$ cat src/rtl/tzif_pkg.sv
// Package for the TZif UTC offset resolver: word types, parse phases, status codes.
// No dependencies.
`timescale 1ns / 1ps
package tzif_pkg;

  typedef struct packed {
    logic [7:0] data_byte;
    logic       last_byte;
  } tzif_in_t;

  typedef struct packed {
    logic signed [31:0] offset_seconds;
    logic [1:0]         status;
  } tzif_out_t;

  typedef enum logic [3:0] {
    PH_MAGIC1 = 4'd0, PH_VER1 = 4'd1, PH_RES1 = 4'd2, PH_CNT1 = 4'd3,
    PH_SKIP = 4'd4, PH_MAGIC2 = 4'd5, PH_VER2 = 4'd6, PH_RES2 = 4'd7,
    PH_CNT2 = 4'd8, PH_TIMES = 4'd9, PH_TIX = 4'd10, PH_TTINFO = 4'd11,
    PH_DONE = 4'd12
  } tzif_phase_t;

  localparam logic [1:0] ST_OK        = 2'd0;
  localparam logic [1:0] ST_BAD_MAGIC = 2'd1;
  localparam logic [1:0] ST_TRUNC     = 2'd2;
  localparam logic [1:0] ST_NO_TYPE   = 2'd3;

  localparam logic [7:0] VERSION_2 = 8'h32;
  localparam int unsigned RES_LEN = 15;
  localparam int unsigned NUM_COUNTS = 6;

  function automatic logic [7:0] magic_byte(input logic [1:0] idx);
    case (idx)
      2'd0:    magic_byte = 8'h54;
      2'd1:    magic_byte = 8'h5A;
      2'd2:    magic_byte = 8'h69;
      default: magic_byte = 8'h66;
    endcase
  endfunction

  // result produced by the parser on one word
  typedef struct packed {
    logic      fire;
    tzif_out_t res;
  } tzif_res_t;

endpackage

$ cat src/rtl/tzif_parser.sv
// TZif byte parser: phase sequencing, counts, transition scan and type selection.
// Depends on tzif_pkg.
`timescale 1ns / 1ps
module tzif_parser import tzif_pkg::*; (
  input  logic               clk,
  input  logic               rst_n,
  input  logic               step,
  input  tzif_in_t           word,
  input  logic signed [63:0] query_time,
  output tzif_res_t          result
);

  tzif_phase_t  phase_r, phase_nxt;
  logic [3:0]   cnt_r, cnt_nxt;
  logic [63:0]  shift_r, shift_nxt;
  logic [7:0]   ver_r, ver_nxt;
  logic [31:0]  cnts_r [NUM_COUNTS];
  logic [31:0]  cnt_val;
  logic         cnt_we;
  logic [2:0]   cidx_r, cidx_nxt;
  logic [31:0]  idx_r, idx_nxt;
  logic [39:0]  skip_r, skip_nxt;
  logic         best_v_r, best_v_nxt;
  logic [31:0]  best_r, best_nxt;
  logic         ch_v_r, ch_v_nxt;
  logic [7:0]   ch_r, ch_nxt;
  logic [31:0]  sel_r, sel_nxt, fb_r, fb_nxt;
  logic         f_off_r, f_off_nxt, f_std_r, f_std_nxt, f_giv_r, f_giv_nxt;

  logic [7:0]   b;
  logic [63:0]  sh8;
  logic         v2;
  logic [3:0]   twidth;
  logic signed [63:0] tval;
  logic [32:0]  idx_p1;
  logic [39:0]  skip_sum;
  logic         fire;
  logic [1:0]   rstat;
  logic [31:0]  roff;

  assign b      = word.data_byte;
  assign sh8    = {shift_r[55:0], b};
  assign v2     = ver_r >= VERSION_2;
  assign twidth = v2 ? 4'd8 : 4'd4;
  assign tval   = v2 ? sh8 : {{32{sh8[31]}}, sh8[31:0]};
  assign idx_p1 = {1'b0, idx_r} + 33'd1;
  // the last count (charcnt) is still on its way into cnts_r
  assign skip_sum = {8'd0, cnts_r[3]} * 40'd5 + {8'd0, cnts_r[4]} * 40'd6
                  + {8'd0, cnt_val} + {8'd0, cnts_r[2]} * 40'd8
                  + {8'd0, cnts_r[1]} + {8'd0, cnts_r[0]};

  always_comb begin
    logic [31:0] c3, c4;
    logic        do_tix, do_tt, do_fin;
    phase_nxt = phase_r; cnt_nxt = cnt_r; shift_nxt = shift_r; ver_nxt = ver_r;
    cidx_nxt = cidx_r; idx_nxt = idx_r; skip_nxt = skip_r;
    best_v_nxt = best_v_r; best_nxt = best_r; ch_v_nxt = ch_v_r; ch_nxt = ch_r;
    sel_nxt = sel_r; fb_nxt = fb_r; f_off_nxt = f_off_r; f_std_nxt = f_std_r;
    f_giv_nxt = f_giv_r;
    cnt_val = sh8[31:0]; cnt_we = 1'b0;
    fire = 1'b0; rstat = ST_OK; roff = '0;
    do_tix = 1'b0; do_tt = 1'b0; do_fin = 1'b0;
    c3 = cnts_r[3]; c4 = cnts_r[4];
    case (phase_r)
      PH_MAGIC1, PH_MAGIC2: begin
        if (b != magic_byte(cnt_r[1:0])) begin
          fire = 1'b1; rstat = ST_BAD_MAGIC;
        end else if (cnt_r == 4'd3) begin
          cnt_nxt = '0;
          phase_nxt = (phase_r == PH_MAGIC1) ? PH_VER1 : PH_VER2;
        end else begin
          cnt_nxt = cnt_r + 4'd1;
        end
      end
      PH_VER1, PH_VER2: begin
        if (phase_r == PH_VER1) ver_nxt = b;
        cnt_nxt = '0;
        phase_nxt = (phase_r == PH_VER1) ? PH_RES1 : PH_RES2;
      end
      PH_RES1, PH_RES2: begin
        if (cnt_r == 4'(RES_LEN - 1)) begin
          cnt_nxt = '0; cidx_nxt = '0; shift_nxt = '0;
          phase_nxt = (phase_r == PH_RES1) ? PH_CNT1 : PH_CNT2;
        end else begin
          cnt_nxt = cnt_r + 4'd1;
        end
      end
      PH_CNT1, PH_CNT2: begin
        shift_nxt = sh8;
        if (cnt_r == 4'd3) begin
          cnt_we = 1'b1; cnt_nxt = '0; shift_nxt = '0;
          if (cidx_r == 3'(NUM_COUNTS - 1)) begin
            if (cidx_r == 3'd3) c3 = cnt_val;
            if (phase_r == PH_CNT1 && v2) begin
              skip_nxt = skip_sum;
              phase_nxt = (skip_sum == '0) ? PH_MAGIC2 : PH_SKIP;
            end else begin
              phase_nxt = PH_TIMES; idx_nxt = '0; best_v_nxt = 1'b0;
              if (c3 == '0) do_tix = 1'b1;
            end
          end else begin
            cidx_nxt = cidx_r + 3'd1;
          end
        end else begin
          cnt_nxt = cnt_r + 4'd1;
        end
      end
      PH_SKIP: begin
        skip_nxt = skip_r - 40'd1;
        if (skip_r == 40'd1) phase_nxt = PH_MAGIC2;
      end
      PH_TIMES: begin
        shift_nxt = sh8;
        if (cnt_r + 4'd1 == twidth) begin
          if (tval <= query_time) begin
            best_v_nxt = 1'b1; best_nxt = idx_r;
          end
          cnt_nxt = '0; shift_nxt = '0;
          if (idx_p1 >= {1'b0, c3}) do_tix = 1'b1;
          else idx_nxt = idx_p1[31:0];
        end else begin
          cnt_nxt = cnt_r + 4'd1;
        end
      end
      PH_TIX: begin
        if (best_v_r && idx_r == best_r) begin
          ch_v_nxt = 1'b1; ch_nxt = b;
        end
        if (idx_p1 >= {1'b0, c3}) do_tt = 1'b1;
        else idx_nxt = idx_p1[31:0];
      end
      PH_TTINFO: begin
        if (cnt_r < 4'd4) shift_nxt = sh8;
        else if (cnt_r == 4'd4) begin
          if (ch_v_r && idx_r == {24'd0, ch_r}) begin
            sel_nxt = shift_r[31:0]; f_off_nxt = 1'b1;
          end
          if (!f_std_r && b == 8'd0) begin
            fb_nxt = shift_r[31:0]; f_std_nxt = 1'b1;
          end
        end
        if (cnt_r == 4'd5) begin
          cnt_nxt = '0; shift_nxt = '0;
          if (idx_p1 >= {1'b0, c4}) do_fin = 1'b1;
          else idx_nxt = idx_p1[31:0];
        end else begin
          cnt_nxt = cnt_r + 4'd1;
        end
      end
      default: ;
    endcase
    if (do_tix) begin
      phase_nxt = PH_TIX; idx_nxt = '0; ch_v_nxt = 1'b0;
      if (c3 == '0) do_tt = 1'b1;
    end
    if (do_tt) begin
      phase_nxt = PH_TTINFO; idx_nxt = '0; cnt_nxt = '0; shift_nxt = '0;
      f_off_nxt = 1'b0; f_std_nxt = 1'b0;
      if (c4 == '0) do_fin = 1'b1;
    end
    if (do_fin) begin
      fire = 1'b1;
      if (f_off_nxt) begin
        rstat = ST_OK; roff = sel_nxt;
      end else if (f_std_nxt) begin
        rstat = ST_OK; roff = fb_nxt;
      end else begin
        rstat = ST_NO_TYPE;
      end
    end
    if (fire) begin
      f_giv_nxt = 1'b1; phase_nxt = PH_DONE;
    end
    if (word.last_byte && !fire && !f_giv_r) begin
      fire = 1'b1; rstat = ST_TRUNC; roff = '0;
    end
    if (rstat != ST_OK) roff = '0;
  end

  assign result.fire = step && fire;
  assign result.res.offset_seconds = roff;
  assign result.res.status = rstat;

  always_ff @(posedge clk) begin
    if (!rst_n || (step && word.last_byte)) begin
      phase_r <= PH_MAGIC1; cnt_r <= '0; shift_r <= '0; ver_r <= '0;
      cidx_r <= '0; idx_r <= '0; skip_r <= '0; best_v_r <= 1'b0;
      ch_v_r <= 1'b0; f_off_r <= 1'b0; f_std_r <= 1'b0; f_giv_r <= 1'b0;
      sel_r <= '0; fb_r <= '0; best_r <= '0; ch_r <= '0;
      for (int i = 0; i < NUM_COUNTS; i++) cnts_r[i] <= '0;
    end else if (step) begin
      phase_r <= phase_nxt; cnt_r <= cnt_nxt; shift_r <= shift_nxt;
      ver_r <= ver_nxt; cidx_r <= cidx_nxt; idx_r <= idx_nxt; skip_r <= skip_nxt;
      best_v_r <= best_v_nxt; best_r <= best_nxt; ch_v_r <= ch_v_nxt; ch_r <= ch_nxt;
      sel_r <= sel_nxt; fb_r <= fb_nxt; f_off_r <= f_off_nxt; f_std_r <= f_std_nxt;
      f_giv_r <= f_giv_nxt;
      if (cnt_we) cnts_r[cidx_r] <= cnt_val;
    end
  end

  ap_done_given: assert property (@(posedge clk) disable iff (!rst_n)
    (phase_r == PH_DONE) |-> f_giv_r) else $error("done without result");
  ap_cnt_range: assert property (@(posedge clk) disable iff (!rst_n)
    cnt_r < 4'd15) else $error("byte count overflow");
  ap_skip_nz: assert property (@(posedge clk) disable iff (!rst_n)
    (phase_r == PH_SKIP) |-> (skip_r != '0)) else $error("skip count zero");

endmodule

$ cat src/rtl/tzif_utc_offset_resolver.sv
// Top level of the TZif UTC offset resolver: input register, parser, output register.
// Depends on tzif_pkg and tzif_parser.
`timescale 1ns / 1ps
// Takes one TZif file byte per cycle and gives at most one result word per file:
// the UTC offset in force at cfg query time, or an error status. Each accepted byte
// is registered, parsed combinationally, and its result (if any) lands in the
// output register; the block sustains one byte per cycle and stalls input only
// when both the input and output registers are held. Write cfg_query_time only
// while the block is idle.
module tzif_utc_offset_resolver import tzif_pkg::*; (
  input  logic        clk,
  input  logic        rst_n,
  input  logic        cfg_we,
  input  logic [63:0] cfg_query_time,
  input  logic        in_valid,
  output logic        in_stall,
  input  tzif_in_t    in_word,
  output logic        out_valid,
  input  logic        out_stall,
  output tzif_out_t   out_word
);

  logic [63:0] qt_r;
  logic        iv_r;
  tzif_in_t    iw_r;
  tzif_res_t   res;
  logic        step, out_free;

  assign out_free = !out_valid || !out_stall;
  assign step     = iv_r && out_free;
  assign in_stall = iv_r && !out_free;

  tzif_parser u_parser (
    .clk, .rst_n, .step, .word(iw_r), .query_time(qt_r), .result(res)
  );

  always_ff @(posedge clk) begin
    if (!rst_n) begin
      qt_r <= '0; iv_r <= 1'b0; out_valid <= 1'b0;
    end else begin
      if (cfg_we) qt_r <= cfg_query_time;
      if (!in_stall) iv_r <= in_valid;
      if (out_free) out_valid <= res.fire;
    end
  end

  always_ff @(posedge clk) begin
    if (!in_stall) iw_r <= in_word;
    if (out_free && res.fire) out_word <= res.res;
  end

  ap_hold: assert property (@(posedge clk) disable iff (!rst_n)
    (out_valid && out_stall) |=> out_valid) else $error("result dropped");
  ap_stall: assert property (@(posedge clk) disable iff (!rst_n)
    in_stall |-> (iv_r && out_valid)) else $error("spurious stall");
  ap_ok_zero: assert property (@(posedge clk) disable iff (!rst_n)
    (out_valid && out_word.status != ST_OK) |-> (out_word.offset_seconds == 0))
    else $error("error with nonzero offset");

endmodule

$ cat config.mk
export PLATFORM = sky130hd
export DESIGN_NAME = tzif_utc_offset_resolver
export DESIGN_NICKNAME = d
export VERILOG_FILES = /design/src/rtl/tzif_pkg.sv /design/src/rtl/tzif_parser.sv /design/src/rtl/tzif_utc_offset_resolver.sv
export SDC_FILE = /design/constraint.sdc
export NUM_CORES = 2
export LEC_CHECK = 0
export ABC_AREA = 1
export ABC_CLOCK_PERIOD_IN_PS = 7500
export CAP_MARGIN = 20
export CORE_ASPECT_RATIO = 1.2
export CORE_UTILIZATION = 35
export CTS_CLUSTER_DIAMETER = 120
export DETAILED_ROUTE_END_ITERATION = 8
export DONT_BUFFER_PORTS = 1
export PLACE_DENSITY_LB_ADDON = 0.08
export SLEW_MARGIN = 30
export SYNTH_ARGS = -nofsm -noshare
export SYNTH_HDL_FRONTEND = slang
export SYNTH_HIERARCHICAL = 1
export SYNTH_SLANG_ARGS = --single-unit
$ cat constraint.sdc
create_clock -name clk -period 7.5 [get_ports clk]
set_clock_uncertainty 0.2 [all_clocks]
set_input_delay 0.75 -clock clk [delete_from_list [all_inputs] [get_ports clk]]
set_output_delay 0.75 -clock clk [all_outputs]
set_load 0.01 [all_outputs]
==> flow_metrics.py <==
metrics = {
    "pwr": {
        "power_density_mw_per_mm2": 413,
        "ir_drop_uv": 366,
        "p_sw_mw": 8.31,
        "combPwrFrac_pct": 66.3,
        "p_seq_share_pct": 16.6,
        "p_clk_share_pct": 17.1,
        "cellInternalPower_mw": 11.0,
        "leakagePower_nw": 21.4,
        "switching_share_pct": 43.1,
        "power_mw": 19.3,
    },
    "worst_setup_path": {
        "rr_worst_depth": 54,
        "slowest_stage": "fa_1",
        "critPathMaxStageDelay_ps": 520,
        "cpMostUsedCell": "nand2_1",
        "cp_data_required_time_ps": 7880,
        "path_class": "reg -> reg",
        "end_kind": "register",
        "cp.arrival_ps": 8450,
        "path_max_fanout": 4,
        "critPathLaunchType": "register",
    },
    "synthesis": {
        "synth_flop_cell": "dfxtp_1",
        "yosysWarnings": 6,
        "async_flop_share_pct": 0,
        "syn_inst": 4818,
        "syn_area_per_cell_um2": 7.69,
        "syn-cell-area_mm2": 0.0371,
        "syn-num-nets": 5316,
        "ys_ff_latch": 524,
        "ys_seq_area_share_pct": 33.8,
        "synth_cell_types": 68,
        "synth_edf_count": 203,
    },
    "die": {
        "io-pin-count": 114,
        "core_mm2": 0.105,
        "die_x_um": 299,
        "die_area_mm2": 0.107,
        "start_util_pct": 35.3,
        "rows": 130,
        "die_h_um": 359,
    },
    "sta": {
        "layout_min_cycle_time_ps": 8070,
        "relSlewSlack_pct": 33.8,
        "fmaxAchievable_mhz": 124,
        "setup_slack_ps": -573,
        "finalSetupViolCount": 9,
        "finalCritPeriodShare_pct": 108,
        "hold_viol": 0,
        "worstMarginPinSlew_ps": 982,
        "rsz0062_at_grt": "true",
        "maxSlewViolCount": 0,
    },
    "cells_and_area": {
        "num_antenna_cells": 0,
        "drive_above_1_share_pct": 19.0,
        "postLayoutCellArea_mm2": 0.0467,
        "final_common_cell": "inv_1",
        "fin_nets": 5800,
        "final_cell_mix": "inv_1, nand2_1, nor2_1",
        "syn_to_final_growth_pct": 26.0,
    },
    "clocking": {
        "clkLatencyLatePin_ps": 670,
        "path_clk_slew_ps": 60,
        "cts_tree": "built",
        "clkSinkCount": 524,
        "cts-root-buf": "clkbuf_16",
        "numCtsBuffers": 67,
        "htree_levels": 3,
        "cts_buffer_depth": 3,
    },
    "detailed_routing": {
        "drt_iter0_markers": 1639,
        "postRouteAntennaNets": 0,
        "vias_per_cell": 4.94,
        "dr.max_layer_used": "met4",
        "met2WireLength_um": 66800,
        "drt-met1-wl_um": 55900,
        "totalWireLength_um": 133000,
        "wl_met3_um": 4510,
        "wl_per_cell_um": 19.7,
        "num_vias": 33300,
        "drt-pass1-iter-count": 5,
        "drc": 0,
    },
    "run_status": {
        "status": "finished, violations left",
        "violations": "negative setup slack",
    },
    "placed_design": {
        "gp_congestion": 0.929,
        "place_area_mm2": 0.0414,
        "dp_hpwl_um": 103000,
        "numPortBuffers": 0,
    },
    "global_routing": {
        "grt_pass1_vias": 33100,
        "grt_pass1_wl_um": 199000,
        "track_usage_pct": 24.4,
        "grt_max_degree": 89,
        "overflow": 0,
        "antenna_found_initial": 1,
    },
    "min_path": {
        "worstHoldPathCells": 2,
        "min_path_type": "in -> reg",
    },
    "job": {
        "max_cap_viol_count": 0,
    },
}
==> stage by stage <==
step           TNS, ps  setup slack [ps]  hold WS (ps)  instances  util [%]
2_1_floorplan        0              6.47           230       4818         -
3_3_place_gp     -7760             -1130           240       6486      39.5
3_5_place_dp     -9060             -1220           244       6486      39.5
4_1_cts          -2360              -654        0.0823       6727      43.5
5_1_grt          -7270             -1070          26.5       6743      44.5
6_report         -1770              -573          45.5       6743      44.5
==> synthesized netlist by cell type, drive strengths merged (2+ instances only) <==
library cell  number  area, um^2
o21ai            334        1670
o221ai             3        26.3
a21o               3        22.5
o31ai              4        30.0
nor2             692        2780
inv              847        3190
o211ai            25         193
or2                4        25.0
nor3              46         250
o2111ai            4        35.0
nor4              40         256
mux2i             32         320
ha               293        3670
clkbuf           106         399
and2               2        12.5
a21boi             7        52.6
nand4             85         568
nand2            737        2790
clkinv             4        16.3
a22oi             26         195
o21a              14         105
fa               127        2540
a21oi            379        1900
o22ai              7        43.8
nor4b              2        17.5
o41ai              2        17.5
buf               54         448
o21bai            15         113
and3               4        25.0
nand3            131         691
a221oi             3        26.3
o311ai             2        17.5
edfxtp           203        6100
a31oi             23         144
xnor2             58         508
dfxtp            321        6430
nand3b            13        97.6
xor2              73         639
a211oi            86         646
==> cell families after synthesis <==
family	synth area share, %
and+or+nand+nor	20.3
buffers and inverters	10.9
AOI/OAI and AO/OA	14.3
DFF	33.8
adders and majority gates	16.7
xor gates and xnor gates	3.10
muxes	0.864
==> power groups by stage <==
| stage | Combinational [mW] | Sequential, mW | Clock [mW] |
|---|---|---|---|
| 3_5_place_dp | 10.5 | 3.26 | 0 |
| 3_3_place_gp | 10.5 | 3.26 | 0 |
| 5_1_grt | 14.0 | 3.22 | 3.49 |
| 6_report | 12.8 | 3.20 | 3.30 |
| 4_1_cts | 11.6 | 3.20 | 3.40 |
| 2_1_floorplan | 5.29 | 3.22 | 0 |
==> sequential cells by signal, indices dropped and copies added (netlist names), 7 cells and up <==
register	flops
u_parser/fb_r	32
u_parser/cnts_r	160
out_word	34
u_parser/skip_r	40
iw_r	9
qt_r	64
u_parser/idx_r	32
u_parser/sel_r	32
u_parser/shift_r	56
u_parser/ch_r	8
u_parser/ver_r	7
u_parser/best_r	32
==> cell type report <==
cell class | count | area [um^2]
Fill cell | 10700 | 58200
Sequential cell | 524 | 12500
Tap cell | 1386 | 1730
Timing Repair Buffer | 575 | 4700
Clock buffer | 89 | 1860
Multi-Input combinational cell | 3283 | 22300
Inverter | 851 | 3210
Clock inverter | 35 | 339
==> worst max-delay path: cells and delay by family (launching register included) <==
family                   cells  cell delay (ps)
adder cells (fa/ha/maj)      7             2790
buffers and inverters       14             1380
flip-flops                   1              420
AND/OR/NAND/NOR             25             2120
AO/OA/AOI/OAI                6              780
XOR/XNOR                     2              260
==> path summary, 6_finish.rpt <==
kind | start | end | slack, ps
worst min register to register | u_parser/ver_r[7]$_SDFFE_PP0P_ | u_parser/ver_r[7]$_SDFFE_PP0P_ | 250
worst max-delay path | u_parser/cnts_r[4][1]$_SDFFCE_PN0P_ | u_parser/phase_r[0]$_SDFFE_PP0P_ | -570
worst max register to register | u_parser/cnts_r[4][1]$_SDFFCE_PN0P_ | u_parser/phase_r[0]$_SDFFE_PP0P_ | -570
worst min-delay path | rst_n | qt_r[0]$_SDFFE_PN0P_ | 50
==> what timing repair did <==
action | CTS | global route
pin swaps | 77 | 162
hold buffers | 102 | 0
buffers inserted | 15 | 20
hold endpoints to repair | 75 | 0
gates resized for setup | 197 | 241
endpoints found under the setup margin | 23 | 26
gates cloned | 0 | 0
==> per-layer routing <==
layer  GRT usage (%)  vias to the layer above
met5               0                        -
met2            44.6                      597
met3            3.03                      194
met1            28.7                    15800
met4            10.3                        0
li1                -                    16700
Note: power is estimated with default switching activity, not from simulation.
